--- src/hdl/egp_pkg.sv ---
// egp_pkg: shared types and constants for the electrostatic grid potential block
// item structs passed along the square-root and divider cell chains
// no dependencies
`timescale 1ns / 1ps

package egp_pkg;

  // datapath widths fixed by the coordinate formats
  localparam int MAG_W  = 44;   // magnitude of one axis distance, Q28.16
  localparam int RAD_W  = 88;   // squared distance, Q56.32
  localparam int ROOT_W = 44;   // floor square root, Q28.16
  localparam int QUO_W  = 32;   // reciprocal quotient bits, Q.30

  // register indexes of the configuration port
  localparam int REG_IDX_W = 3;
  localparam logic [REG_IDX_W-1:0] REG_GRID_SPACING = 3'd0;
  localparam logic [REG_IDX_W-1:0] REG_HALF_X       = 3'd1;
  localparam logic [REG_IDX_W-1:0] REG_HALF_Y       = 3'd2;
  localparam logic [REG_IDX_W-1:0] REG_HALF_Z       = 3'd3;
  localparam logic [REG_IDX_W-1:0] REG_ATOM_COUNT   = 3'd4;
  localparam logic [REG_IDX_W-1:0] REG_DIST_DEP     = 3'd5;

  // item kinds carried in tuser
  localparam logic [1:0] MODE_LOAD_ATOM = 2'd0;
  localparam logic [1:0] MODE_LOAD_EPS  = 2'd1;
  localparam logic [1:0] MODE_COMPUTE   = 2'd2;

  // remainder left after the quotient bits above bit 31 of 2^46 / r
  localparam logic [ROOT_W-1:0] DIV_SEED     = 44'd16384;
  // below this radius the reciprocal is capped at 2.0
  localparam logic [ROOT_W-1:0] ROOT_CAP_MIN = 44'd32768;
  localparam logic [QUO_W-1:0]  INV_CAP      = 32'h8000_0000;

  // one atom in flight through the square-root cells
  typedef struct packed {
    logic              valid;
    logic [RAD_W-1:0]  rem;
    logic [ROOT_W-1:0] root;
    logic [31:0]       w;
  } sqrt_item_t;

  // one atom in flight through the divider cells
  typedef struct packed {
    logic              valid;
    logic [ROOT_W-1:0] r;
    logic [ROOT_W-1:0] rem;
    logic [QUO_W-1:0]  quo;
    logic [31:0]       w;
  } div_item_t;

endpackage

--- src/hdl/egp_sqrt_cell.sv ---
// egp_sqrt_cell: one bit of a digit-by-digit floor square root
// keeps rem = radicand - root^2 while deciding one root bit; uses egp_pkg
`timescale 1ns / 1ps

module egp_sqrt_cell #(
  parameter int BIT = 0
) (
  input  logic                   clk,
  input  logic                   rst,
  input  egp_pkg::sqrt_item_t    din,
  output egp_pkg::sqrt_item_t    dout
);
  import egp_pkg::*;

  logic [RAD_W+1:0] trial;
  logic             take;

  // (root + 2^b)^2 - root^2 = root * 2^(b+1) + 2^(2b)
  assign trial = ({{(RAD_W+2-ROOT_W){1'b0}}, din.root} << (BIT + 1))
               | ((RAD_W+2)'(1) << (2 * BIT));
  assign take  = trial <= {2'b00, din.rem};

  // pass the item on with one more root bit settled
  always_ff @(posedge clk) begin
    if (rst) begin
      dout.valid <= 1'b0;
    end else begin
      dout.valid <= din.valid;
    end
    dout.rem  <= take ? (din.rem - trial[RAD_W-1:0]) : din.rem;
    dout.root <= take ? (din.root | (ROOT_W'(1) << BIT)) : din.root;
    dout.w    <= din.w;
  end

endmodule

--- config.mk ---
export PLATFORM = sky130hd
export DESIGN_NAME = egp_sqrt_cell
export DESIGN_NICKNAME = d
export VERILOG_FILES = /design/src/hdl/egp_pkg.sv /design/src/hdl/egp_sqrt_cell.sv
export SDC_FILE = /design/constraint.sdc
export NUM_CORES = 1
export LEC_CHECK = 0
export ABC_AREA = 0
export BUFFER_PORTS_ARGS = -buffer_cell sky130_fd_sc_hd__buf_4
export CAP_MARGIN = 0
export CORE_MARGIN = 10
export CORE_UTILIZATION = 30
export CTS_BUF_LIST = sky130_fd_sc_hd__clkbuf_4 sky130_fd_sc_hd__clkbuf_8
export CTS_CLUSTER_SIZE = 16
export DETAILED_ROUTE_END_ITERATION = 8
export GPL_TIMING_DRIVEN = 0
export SLEW_MARGIN = 0
export SYNTH_ARGS = -nofsm -noshare
export SYNTH_HDL_FRONTEND = slang
export SYNTH_SLANG_ARGS = --single-unit
export TNS_END_PERCENT = 5
--- constraint.sdc ---
create_clock -name clk -period 4.6 [get_ports clk]
set_clock_uncertainty 0.1 [all_clocks]
set_input_delay 0.92 -clock clk [delete_from_list [all_inputs] [get_ports clk]]
set_output_delay 0.92 -clock clk [all_outputs]
set_load 0.02 [all_outputs]
==> results.sh <==
export IMPL_status="completed"
export IMPL_ys_seq_area_frac=0.429
export IMPL_synth_ff_type="dfxtp_1"
export IMPL_initial_core_util=0.305
export IMPL_combPwrFrac=0.280
export IMPL_crit_type="input port to register"
export IMPL_post_dp_cell_area_mm2=0.0106
export IMPL_total_power_mw=3.77
export IMPL_drc=0
export IMPL_io_pins=332
export IMPL_clock_root_buffer="clkbuf_8"
export IMPL_yosysWarnings=0
export IMPL_cts_hold_buf=0
export IMPL_viasPerCell=4.71
export IMPL_largest_reg_flops=165
export IMPL_synth_async_reset_ratio=0
export IMPL_p_sw_frac=0.349
export IMPL_synth_area_mm2=0.00769
export IMPL_hold_path_cell_count=1
export IMPL_wl_um=27600
export IMPL_slew_headroom=0.194
export IMPL_clk_pin_slew_ps=120
export IMPL_p_int_mw=2.45
export IMPL_p_switching_mw=1.31
export IMPL_die_width_um=180
export IMPL_syn_inst=866
export IMPL_hp_class="input port to register"
export IMPL_grt_total_usage=0.163
export IMPL_syn_avg_cell_area_um2=8.88
export IMPL_dieArea_mm2=0.0324
export IMPL_wl_per_cell_um=17.7
export IMPL_synth_top_family_by_area="simple AND/OR/NAND/NOR gates"
export IMPL_numCtsBuffers=17
export IMPL_synth_distinct_cells=63
export IMPL_grt_pass1_wl_um=42400
export IMPL_globalplace_congestion=0.878
export IMPL_startpoint_type="input port"
export IMPL_firstDrtPassIters=5
export IMPL_num_vias=7355
export IMPL_rows=58
export IMPL_post_cts_resized=0
export IMPL_synthAdderAreaFrac=0.0758
export IMPL_hpwl_um=22900
export IMPL_syn_nets=1079
export IMPL_antenna_found_initial=2
export IMPL_final_util=0.437
export IMPL_cts_buffer_depth=2
export IMPL_finalCriticalPeriod_ps=4280
export IMPL_cp_max_fo=10
export IMPL_setup_slack_ps=317
export IMPL_cts_sinks=165
export IMPL_die_h_um=180
export IMPL_worstPathRequired_ps=4870
export IMPL_grt_ovfl_total=0
export IMPL_drive_above_1_share=0.321
export IMPL_synth_simple_area_share=0.184
export IMPL_max_cap_violations=0
export IMPL_synthXorXnorAreaFrac=0.0945
export IMPL_cts_tree="built"
export IMPL_synth_seq_cells=165
export IMPL_synth_compound_area_frac=0.164
export IMPL_final_common_cell="buf_4"
export IMPL_cts_setup_buffers=0
export IMPL_io_buffers=331
export IMPL_clock_power_share=0.291
export IMPL_top_register="dout"
export IMPL_fmax_mhz=233
export IMPL_fin_area_mm2=0.0110
export IMPL_setup_viol_count_final=0
export IMPL_pre_cts_ws_ps=-448
export IMPL_drt_antenna_violating_nets=0
export IMPL_power_leakage_nw=5.07
export IMPL_layout_common_cells="buf_4, dfxtp_1, nand2_1, o21ai_0, inv_1"
export IMPL_core_area_mm2=0.0252
export IMPL_grt_pass1_vias=7627
export IMPL_synth_edf_count=0
export IMPL_reg_top3="dout: 165 flops"
export IMPL_grt_max_degree=20
export IMPL_period_share=0.931
export IMPL_areaGrowthSynthToFinish_pct=43.1
export IMPL_worstMarginPinSlew_ps=1190
export IMPL_p_seq_frac=0.429
export IMPL_arrival_ps=4560
export IMPL_cts_max_level=4
export IMPL_maxSlewViolCount=0
export IMPL_endpoint_kind="register"
export IMPL_vdd_ir_drop_max_v=0.000190
export IMPL_synthMuxAreaShare=0.00569
export IMPL_rsz0062_at_grt="false"
export IMPL_final_nets=1429
export IMPL_hold_viol=0
export IMPL_drt_iter0_drc=375
export IMPL_powerDensity_mw_per_mm2=342
[layer usage]
layer | up-vias | track usage | share of wire
met5 | - | 0 | 0.00047
met1 | 3336 | 0.185 | 0.41
met2 | 268 | 0.275 | 0.47
met3 | 42 | 0.0584 | 0.085
li1 | 3707 | - | -
met4 | 2 | 0.0643 | 0.029
[metrics by stage]
step	hold slack (ps)	cells	TNS, ps
floorplan	848	866	0
global placement	924	1527	-6190
detailed placement	926	1527	-5240
CTS	393	1559	0
global route	387	1559	0
finish	431	1560	0
[cell families after synthesis]
group | Yosys count
and+or+nand+nor | 274
AOI/OAI and AO/OA | 204
DFF | 165
buffers and inverters | 90
xor gates and xnor gates | 83
adders and majority gates | 46
muxes | 4
[layout make-up]
cell class | count | area (um^2)
Multi-Input combinational cell | 611 | 4030
Timing Repair Buffer | 331 | 2480
Fill cell | 2546 | 14200
Clock inverter | 15 | 178
Sequential cell | 165 | 3300
Inverter | 54 | 203
Clock buffer | 17 | 234
Buffer | 36 | 159
Antenna cell | 1 | 2.50
Tap cell | 330 | 413
[path summary, 6_finish.rpt]
kind	start	to	slack (ps)
setup / recovery	din[32]	dout[159]	320
hold / removal	din[26]	dout[26]	430
[cell usage after synthesis, types with 2 or more instances]
cell / count / area, um^2
a21boi_0: 3 / 22.5
buf_2: 4 / 20.0
o211ai_1: 5 / 37.5
a211oi_1: 4 / 30.0
o311ai_0: 2 / 17.5
xor2_1: 34 / 298
nand3_2: 4 / 40.0
nor4_2: 2 / 25.0
nand2b_1: 6 / 37.5
and4_1: 6 / 52.6
a21oi_1: 53 / 265
and2_1: 5 / 31.3
o311a_1: 2 / 20.0
or4_1: 6 / 45.0
nor2_1: 38 / 143
and3_1: 10 / 62.6
a31oi_1: 7 / 43.8
nand2_1: 104 / 390
nand4b_1: 2 / 17.5
clkbuf_1: 27 / 101
dfxtp_1: 165 / 3300
nand3_1: 12 / 60.1
xnor2_1: 49 / 429
nand3b_1: 7 / 52.6
buf_4: 3 / 22.5
o21bai_1: 11 / 82.6
nor4_1: 10 / 62.6
o21ai_0: 74 / 370
nand4_1: 17 / 106
nor3_1: 17 / 85.1
ha_1: 45 / 563
nor2b_1: 8 / 50.1
mux2_2: 3 / 33.8
a2111oi_0: 2 / 17.5
or2_2: 6 / 37.5
a21o_1: 24 / 180
or3_1: 8 / 50.1
inv_1: 54 / 203
a31o_2: 3 / 26.3
[power by group through the flow]
| stage | combinational (mW) | clock, mW | sequential [mW] |
|---|---|---|---|
| floorplan | 0.371 | 0 | 1.84 |
| global placement | 1.06 | 0 | 1.65 |
| detailed placement | 1.06 | 0 | 1.65 |
| CTS | 1.06 | 1.15 | 1.62 |
| global route | 1.15 | 1.19 | 1.63 |
| finish | 1.06 | 1.09 | 1.62 |
[critical path, stage by stage]
cell      delay [ps]
buf_4            110
inv_1            110
ha_1             260
a21o_1           200
and4_1           230
o311ai_0         420
a211oi_1         210
o21ai_1          460
o311ai_0         440
nor4_2           630
buf_4            300
nand3_1          110
xnor2_1          150
Power figures use the tool's default switching activity.
