--- src/hdl/egp_pkg.sv ---
// egp_pkg: shared types and constants for the electrostatic grid potential block
// item structs passed along the square-root and divider cell chains
// no dependencies
`timescale 1ns / 1ps

package egp_pkg;

  // datapath widths fixed by the coordinate formats
  localparam int MAG_W  = 44;   // magnitude of one axis distance, Q28.16
  localparam int RAD_W  = 88;   // squared distance, Q56.32
  localparam int ROOT_W = 44;   // floor square root, Q28.16
  localparam int QUO_W  = 32;   // reciprocal quotient bits, Q.30

  // register indexes of the configuration port
  localparam int REG_IDX_W = 3;
  localparam logic [REG_IDX_W-1:0] REG_GRID_SPACING = 3'd0;
  localparam logic [REG_IDX_W-1:0] REG_HALF_X       = 3'd1;
  localparam logic [REG_IDX_W-1:0] REG_HALF_Y       = 3'd2;
  localparam logic [REG_IDX_W-1:0] REG_HALF_Z       = 3'd3;
  localparam logic [REG_IDX_W-1:0] REG_ATOM_COUNT   = 3'd4;
  localparam logic [REG_IDX_W-1:0] REG_DIST_DEP     = 3'd5;

  // item kinds carried in tuser
  localparam logic [1:0] MODE_LOAD_ATOM = 2'd0;
  localparam logic [1:0] MODE_LOAD_EPS  = 2'd1;
  localparam logic [1:0] MODE_COMPUTE   = 2'd2;

  // remainder left after the quotient bits above bit 31 of 2^46 / r
  localparam logic [ROOT_W-1:0] DIV_SEED     = 44'd16384;
  // below this radius the reciprocal is capped at 2.0
  localparam logic [ROOT_W-1:0] ROOT_CAP_MIN = 44'd32768;
  localparam logic [QUO_W-1:0]  INV_CAP      = 32'h8000_0000;

  // one atom in flight through the square-root cells
  typedef struct packed {
    logic              valid;
    logic [RAD_W-1:0]  rem;
    logic [ROOT_W-1:0] root;
    logic [31:0]       w;
  } sqrt_item_t;

  // one atom in flight through the divider cells
  typedef struct packed {
    logic              valid;
    logic [ROOT_W-1:0] r;
    logic [ROOT_W-1:0] rem;
    logic [QUO_W-1:0]  quo;
    logic [31:0]       w;
  } div_item_t;

endpackage

--- src/hdl/egp_div_cell.sv ---
// egp_div_cell: one quotient bit of the restoring division 2^46 / r
// the dividend has no set bits below bit 46, so a zero is shifted in; uses egp_pkg
`timescale 1ns / 1ps

module egp_div_cell #(
  parameter int BIT = 0
) (
  input  logic                 clk,
  input  logic                 rst,
  input  egp_pkg::div_item_t   din,
  output egp_pkg::div_item_t   dout
);
  import egp_pkg::*;

  logic [ROOT_W:0] shifted;
  logic [ROOT_W:0] diff;
  logic            take;

  // shift the partial remainder and try the subtraction
  assign shifted = {din.rem, 1'b0};
  assign diff    = shifted - {1'b0, din.r};
  assign take    = shifted >= {1'b0, din.r};

  always_ff @(posedge clk) begin
    if (rst) begin
      dout.valid <= 1'b0;
    end else begin
      dout.valid <= din.valid;
    end
    dout.r   <= din.r;
    dout.rem <= take ? diff[ROOT_W-1:0] : shifted[ROOT_W-1:0];
    dout.quo <= take ? (din.quo | (QUO_W'(1) << BIT)) : din.quo;
    dout.w   <= din.w;
  end

endmodule

--- config.mk ---
export PLATFORM = sky130hd
export DESIGN_NAME = egp_div_cell
export DESIGN_NICKNAME = d
export VERILOG_FILES = /design/src/hdl/egp_pkg.sv /design/src/hdl/egp_div_cell.sv
export SDC_FILE = /design/constraint.sdc
export NUM_CORES = 1
export LEC_CHECK = 0
export BUFFER_PORTS_ARGS = -buffer_cell sky130_fd_sc_hd__buf_2
export CORE_AREA = 2 2 120 122
export DETAILED_ROUTE_END_ITERATION = 16
export DIE_AREA = 0 0 122 124
export GPL_TIMING_DRIVEN = 0
export HOLD_SLACK_MARGIN = 0.12
export PLACE_DENSITY = 0.79
export SLEW_MARGIN = 20
export SYNTH_ARGS = -nofsm -noshare
export SYNTH_HDL_FRONTEND = slang
export SYNTH_SLANG_ARGS = --single-unit
export TNS_END_PERCENT = 5
--- constraint.sdc ---
create_clock -name clk -period 6.1 [get_ports clk]
set_clock_uncertainty 0.05 [all_clocks]
set_input_delay 0.305 -clock clk [delete_from_list [all_inputs] [get_ports clk]]
set_output_delay 0.305 -clock clk [all_outputs]
set_load 0.1 [all_outputs]
==> summary.txt, run 1 <==
Power and ir drop
  • PwrDens: 345 mW/mm^2
  • Worst VDD drop: approximately 0.19 mV
  • Leak: 4.92 nW

Floorplanning
  • Die W: 122 um
  • Die area: approximately 0.015 sq mm
  • Core area: about 0.014 sq mm
  • Io pins: approximately 300
  • Row cnt: 43
  • Initial Util: between 40% and 50%
  • Die height: 124 um

Placement
  • DPL Wire Length: between 15000 and 20000 um
  • Dpl ws: approximately 2.5 ns
  • GP Congestion: ~0.91
  • Port bufs: 307

Worst setup path
  • Worst Path Required: 6.32 ns
  • Crit start category: input pin
  • Worst Path Arrival: ~4 ns
  • Largest fanout on the critical path: 10
  • Critical path type: input pin to flop
  • Worst setup EP type: flop

GRT
  • Via count of the first global-routing pass: roughly 7000
  • Gr ovfl total: 0
  • First-pass GRT wire length: 36000 um
  • GRT Total Usage: approximately 31%
  • Largest net degree at the start of global routing: 17
  • Initial antenna violation count: 0

Finish
  • Antenna Diode Count: 0
  • Fin nets: about 1300
  • Filler cells: ~970
  • Max reg flops: roughly 150
  • Layout cell share with drive strength beyond 1: a little under a third
  • Area delta synth->final: 58.7%
  • Biggest register: dout
  • Largest registers: dout x153

Yosys
  • Top-area cell type share of the netlist area: around half
  • Async S/R FF share, synth: 0%
  • Number of synthesized flops with an enable pin: 0
  • Synth Area in Simple Gates: between 10% and 20%
  • Mux share of post-synthesis cell area: 0.158%
  • Gate Count Post-Synth: roughly 680
  • XOR/XNOR share of the synthesized area: 4.14%
  • Flops & latches, synth: approximately 150
  • Avg Inst Size Synth: a little over 9 sq um
  • Main flop type after synthesis: dfxtp_1
  • Adder-Cell Fraction of Synth Area: 8.99%
  • Netlist Area Pre-Place: 0.00634 sq mm
  • Synth top area cells: dfxtp_1 (48%), ha_1 (8.7%), a21oi_1 (5.2%)
  • Synth Warn #: 0
  • Synth unique cells: 56
  • Compound-Gate Fraction of Synth Area: about a fifth
  • Post-synthesis net count: about 880
  • Yosys top cell by area: dfxtp_1
  • Main combinational cell family by area after synthesis: compound AO/OA/AOI/OAI gates
  • Sequential fraction of the synthesis area: 48.3%

Clock network
  • Root buffer cell: clkbuf_16
  • Clk sink count: 153
  • Reg clk slew, reported paths: 0.07 ns
  • H-Tree Depth: 4
  • Post-CTS Setup Bufs: 0
  • CTS max path bufs: 2
  • CTS tree: built
  • Cts bufs inserted: 17

Run
  • Max Cap Viol: 0

STA
  • Fmax achieved: ~0.27 GHz
  • Hold Fails Final Rpt: 0
  • Final period utilization: slightly above 60%
  • Final setup violation count: 0
  • Setup ws final: roughly 2.4 ns
  • Tmin final: 3.72 ns
  • Worst Max-Slew Pin Slew: around 0.92 ns
  • Max_slew headroom: around two fifths
  • Final Slew Violations: 0
  • Setup TNS Final: 0 ns
  • Unrepaired setup endpoints after global routing: no

Detailed routing
  • Detailed Routing Iterations Pass 1: 5
  • Final wirelength: roughly 24000 um
  • Drt wl/cell: ~18 um
  • DR vias: approximately 7000
  • Antenna viol nets, final: 0
  • DR iter-0 viols: between 400 and 500
  • Vias per cell: slightly above 5
  • DRC: 0

Run status
  • Run status: finished clean

Min path
  • Hold Path Class: input pin to flop
-- kinds of logic (layout without fill, tap and decap cells) --
| kind of cell | after synthesis | in the layout |
|---|---|---|
| compound gates | 196 | 196 |
| flops | 153 | 153 |
| xor+xnor | 30 | 30 |
| buf+inv | 83 | 562 |
| fa+ha+maj | 45 | 45 |
| simple gates | 174 | 174 |
| mux | 1 | 1 |
-- critical path, stage by stage --
cell,delay (ns)
dlygate4sd3_1,0.53
buf_2,0.11
inv_1,0.04
ha_1,0.28
clkbuf_1,0.31
nand4_1,0.18
nor4_1,0.49
nand4_1,0.15
o2111ai_1,0.10
a311o_1,0.45
or2_1,0.18
buf_6,0.14
clkbuf_1,0.48
a21oi_1,0.18
-- power by group --
part           switching, mW  leakage [nW]  internal [mW]
clock                  0.471         0.262          0.537
combinational           1.03          3.37          0.301
sequential            0.0264          1.29           1.10
-- per-layer routing --
layer | vias to the layer above | global-route usage (%) | wire length (um)
li1 | 3315 | - | -
met1 | 3159 | 33.5 | 8910
met2 | 319 | 56.3 | 12100
met3 | 73 | 8.84 | 1920
met4 | 0 | 13.8 | 852
met5 | - | 0 | 0
-- cell usage after synthesis (all sizes together), types with 2 or more instances --
library cell    n
nand2b          2
or2             2
clkbuf         12
o211ai          3
nor2b           6
o21ai          41
xor2           13
nor3           13
o31ai           4
inv            59
o31a            2
o311ai          2
and2            5
nor2           63
or3             5
o221a           2
o2111ai         2
buf            12
and4            5
xnor2          17
nand4          14
ha             44
a311oi          5
nor3b           4
o21bai         12
o21a            7
nand3           5
and3            6
a21oi          67
a21o           20
o22ai           3
a211oi         10
nand2          43
dfxtp         153
a31oi           7
-- per-stage QoR --
step	utilization [%]	cell area (sq um)	cells	power [mW]	hold slack (ns)
4_1_cts	73.4	10100	1341	3.45	0.122
3_5_place_dp	59.1	8110	1169	2.39	0.359
6_report	73.4	10100	1341	3.47	0.129
3_3_place_gp	59.1	8110	1169	2.38	0.357
2_1_floorplan	-	6340	682	2.15	0.283
5_1_grt	73.4	10100	1341	3.59	0.136
-- repair_timing --
item                      CTS  global route
hold buffers              140             0
hold endpoints to repair  139             0
gates resized for setup     0             0
-- path summary, 6_finish.rpt --
| path | slack [ns] | from | end | depth (start not counted) |
|---|---|---|---|---|
| min | 0.13 | din[102] | dout[103]$_DFF_P_ | 3 |
| max | 2.38 | din[138] | dout[77]$_DFF_P_ | 14 |
-- cell usage in the layout, fill, tap and decap left out, types with 4 or more instances in the layout --
cell and count:
a21oi_1 66, nor2_1 62, and3_1 6, and2_1 5, clkbuf_16 17, xnor2_1 17, dfxtp_1 153, o21ai_0 41
inv_6 6, a31oi_1 7, o21bai_1 12, or3_1 5, clkinvlp_4 4, o21a_1 7, nor2b_1 6, and4_1 5
nor3_1 13, buf_2 317, o31ai_1 4, clkbuf_1 12, ha_1 44, dlygate4sd3_1 140, nand3_1 5, xor2_1 13
inv_1 59, nand4_1 14, a211oi_1 10, nand2_1 43, a21o_1 20
-- final cells by class --
cell class	instances	area, sq um	area share, %
sequential	153	3060	30.4
clock buffer	18	429	4.26
tap	180	225	2.24
inverter	59	221	2.20
multi-input combinational	446	2940	29.2
clock inverter	14	130	1.29
timing repair buffer	447	2940	29.2
buffer	24	119	1.18
No activity file was read; power rests on OpenSTA's default activity.
==> run 2, diff against run 1 <==
CORE_AREA = not set   (was 2 2 120 122)
CORE_ASPECT_RATIO = 1.4   (was not set)
CORE_UTILIZATION = 42   (was not set)
DIE_AREA = not set   (was 0 0 122 124)
PLACE_DENSITY = 0.76   (was 0.79)
clock period = 3.41 ns   (was 6.1 ns; I/O delays follow)
==> run 2 against run 1 <==
Clock-buffer cell count stayed put. Utilization is 2.4 points lower. Via count is 0.70% higher. Die area is 3.2% higher. Total power is 87% higher. Setup slack worse by 2.3 ns. Sequential power is 79% higher. Combinational power is 81% higher. Non-clock buffer count is 14 higher. Critical endpoint is now dout[72]$_DFF_P_. Largest cell class is now non-clock buffers.
==> summary.txt, run 2 (synthesis results as in run 1) <==
Detailed routing
  • Vias per cell: 5.07
  • Final wirelength: roughly 25000 um
  • DRC: 0
  • Drt wl/cell: 18.0 um
  • Detailed Routing Iterations Pass 1: 5
  • DR iter-0 viols: ~330
  • Antenna viol nets, final: 0
  • DR vias: slightly below 7000

Worst setup path
  • Worst Path Arrival: between 3 and 4 ns
  • Worst path top cell family by delay: compound AO/OA/AOI/OAI gates
  • CP Capture Point: dout[72]$_DFF_P_
  • Crit-path cells: dlygate4sd3_1 -> buf_2 -> ha_1 -> a21o_1 -> o21a_1 -> a311oi_4 -> a311oi_2 -> o2111a_2 -> buf_12 -> nor2_4 -> clkbuf_4 -> nand2_1 -> o21ai_0
  • Largest fanout on the critical path: 10
  • Max incr delay on CP: roughly 0.54 ns
  • Worst setup EP type: flop
  • Crit start category: input pin
  • Critical path type: input pin to flop
  • Worst Path Required: ~3.6 ns
  • CP Depth: 13
  • Critical Path Slowest Stage Cell: dlygate4sd3_1
  • Buf+Inv Stages, Crit Path: 4
  • Worst setup startpoint: din[74]

STA
  • Max_slew headroom: between 30 and 40%
  • Final setup violation count: 0
  • Worst Max-Slew Pin Slew: 0.996 ns
  • Hold_ws: about 0.22 ns
  • Hold Fails Final Rpt: 0
  • Fmax achieved: between 0.3 and 0.4 GHz
  • Final Slew Violations: 0
  • Setup ws final: 0.112 ns
  • Unrepaired setup endpoints after global routing: yes
  • Tmin final: 3.30 ns
  • Final period utilization: between 90% and 100%

Finish
  • Area delta synth->final: 63.0%
  • Antenna Diode Count: 0
  • Biggest register: dout
  • Largest registers: dout x153
  • Max reg flops: 153
  • Fin nets: 1362
  • Filler cells: between 1000 and 1500
  • Commonest non-fill, non-tap cell in the layout: buf_2
  • Layout cell share with drive strength beyond 1: a little under a third
  • Most frequent cells in the layout: buf_2 (315), dfxtp_1 (153), dlygate4sd3_1 (153)

Min path
  • Hold Path Class: input pin to flop

Clock network
  • Clk sink count: 153
  • CTS max path bufs: 2
  • CTS tree: built
  • Cts bufs inserted: 17
  • Root buffer cell: clkbuf_16
  • H-Tree Depth: 4
  • Reg clk slew, reported paths: 0.06 ns

GRT
  • Gr ovfl total: 0
  • GRT Total Usage: 31.5%
  • Initial antenna violation count: 1
  • First-pass GRT wire length: between 30000 and 40000 um
  • Largest net degree at the start of global routing: 17
  • Via count of the first global-routing pass: 7322

Placement
  • Port bufs: between 300 and 400
  • DPL Wire Length: 16300 um
  • Dpl ws: roughly 0.03 ns
  • GP Congestion: about 0.9

Floorplanning
  • Core area: ~0.015 sq mm
  • Row cnt: 52
  • Io pins: about 300
  • Initial Util: a little over two fifths
  • Die height: ~150 um
  • Die area: between 0.015 and 0.02 sq mm
  • Die W: ~110 um

Power and ir drop
  • Worst VDD drop: 0.402 mV
  • PwrDens: roughly 630 mW/mm^2
  • Leak: 5.05 nW

Run
  • Max Cap Viol: 0

Run status
  • Run status: finished clean
-- run 2: cell types whose count changed in the layout (fill, tap and decap cells not counted), moves of 2 or more --
cell and change:
buf_2 -2, bufinv_16 +3, clkbuf_1 -4, clkbuf_2 +2, clkbuf_4 +2, clkinvlp_4 -4
dlygate4sd3_1 +13
-- run 2: area by class of cell --
| class | count | area (sq um) | area share (%) |
|---|---|---|---|
| inverters | 59 | 221 | 2.14 |
| repair buffers | 462 | 3100 | 29.9 |
| clock buffers | 18 | 439 | 4.25 |
| well taps | 189 | 236 | 2.29 |
| flip-flops and latches | 153 | 3060 | 29.6 |
| plain buffers | 23 | 123 | 1.19 |
| clock inverters | 14 | 201 | 1.95 |
| multi-input cells | 446 | 2960 | 28.7 |
-- run 2: what timing repair did --
item	CTS	global route
gates resized for setup	0	13
buffers inserted	0	2
hold buffers	153	0
endpoints found under the setup margin	0	40
endpoints found under the hold margin	153	0
-- run 2: worst min-delay path by stage --
stage / cells after the start / slack, ns / start / end
after detailed placement: 1 / 0.22 / din[5] / dout[5]$_DFF_P_
after global routing: 3 / 0.21 / din[107] / dout[32]$_SDFF_PP1_
after CTS: 3 / 0.31 / din[107] / dout[32]$_SDFF_PP1_
final: 3 / 0.22 / din[107] / dout[32]$_SDFF_PP1_
after floorplan: 0 / 0.15 / din[0] / dout[0]$_DFF_P_
after global placement: 1 / 0.22 / din[27] / dout[27]$_DFF_P_
-- run 2: per-layer routing --
layer | GRT usage [%] | vias to the layer above | part of all wire (%)
met1 | 29.1 | 3159 | 33
met2 | 60.6 | 345 | 53
li1 | - | 3339 | -
met3 | 11.2 | 71 | 9.4
met5 | 0 | - | 0
met4 | 14.4 | 0 | 3.9
-- run 2: metrics by stage --
step | std cells | instance area (sq um) | setup TNS (ns) | utilization (%) | total power [mW]
floorplan | 682 | 6340 | 0 | - | 3.84
global placement | 1178 | 8120 | 0 | 55.7 | 4.26
detailed placement | 1178 | 8120 | 0 | 55.7 | 4.28
CTS | 1363 | 10300 | 0 | 70.6 | 6.45
global route | 1364 | 10300 | -0.0134 | 71.0 | 6.71
finish | 1364 | 10300 | 0 | 71.0 | 6.48
-- run 2: tightest hold or removal path, stage by stage --
cell	delay (ns)
buf_2	0.11
a311o_2	0.24
or3_1	0.14
-- run 2: where the power goes --
group          internal [mW]  switching (mW)  total, mW
registers               1.96          0.0433       2.01
clock network           1.21           0.847       2.05
logic                  0.553            1.87       2.42
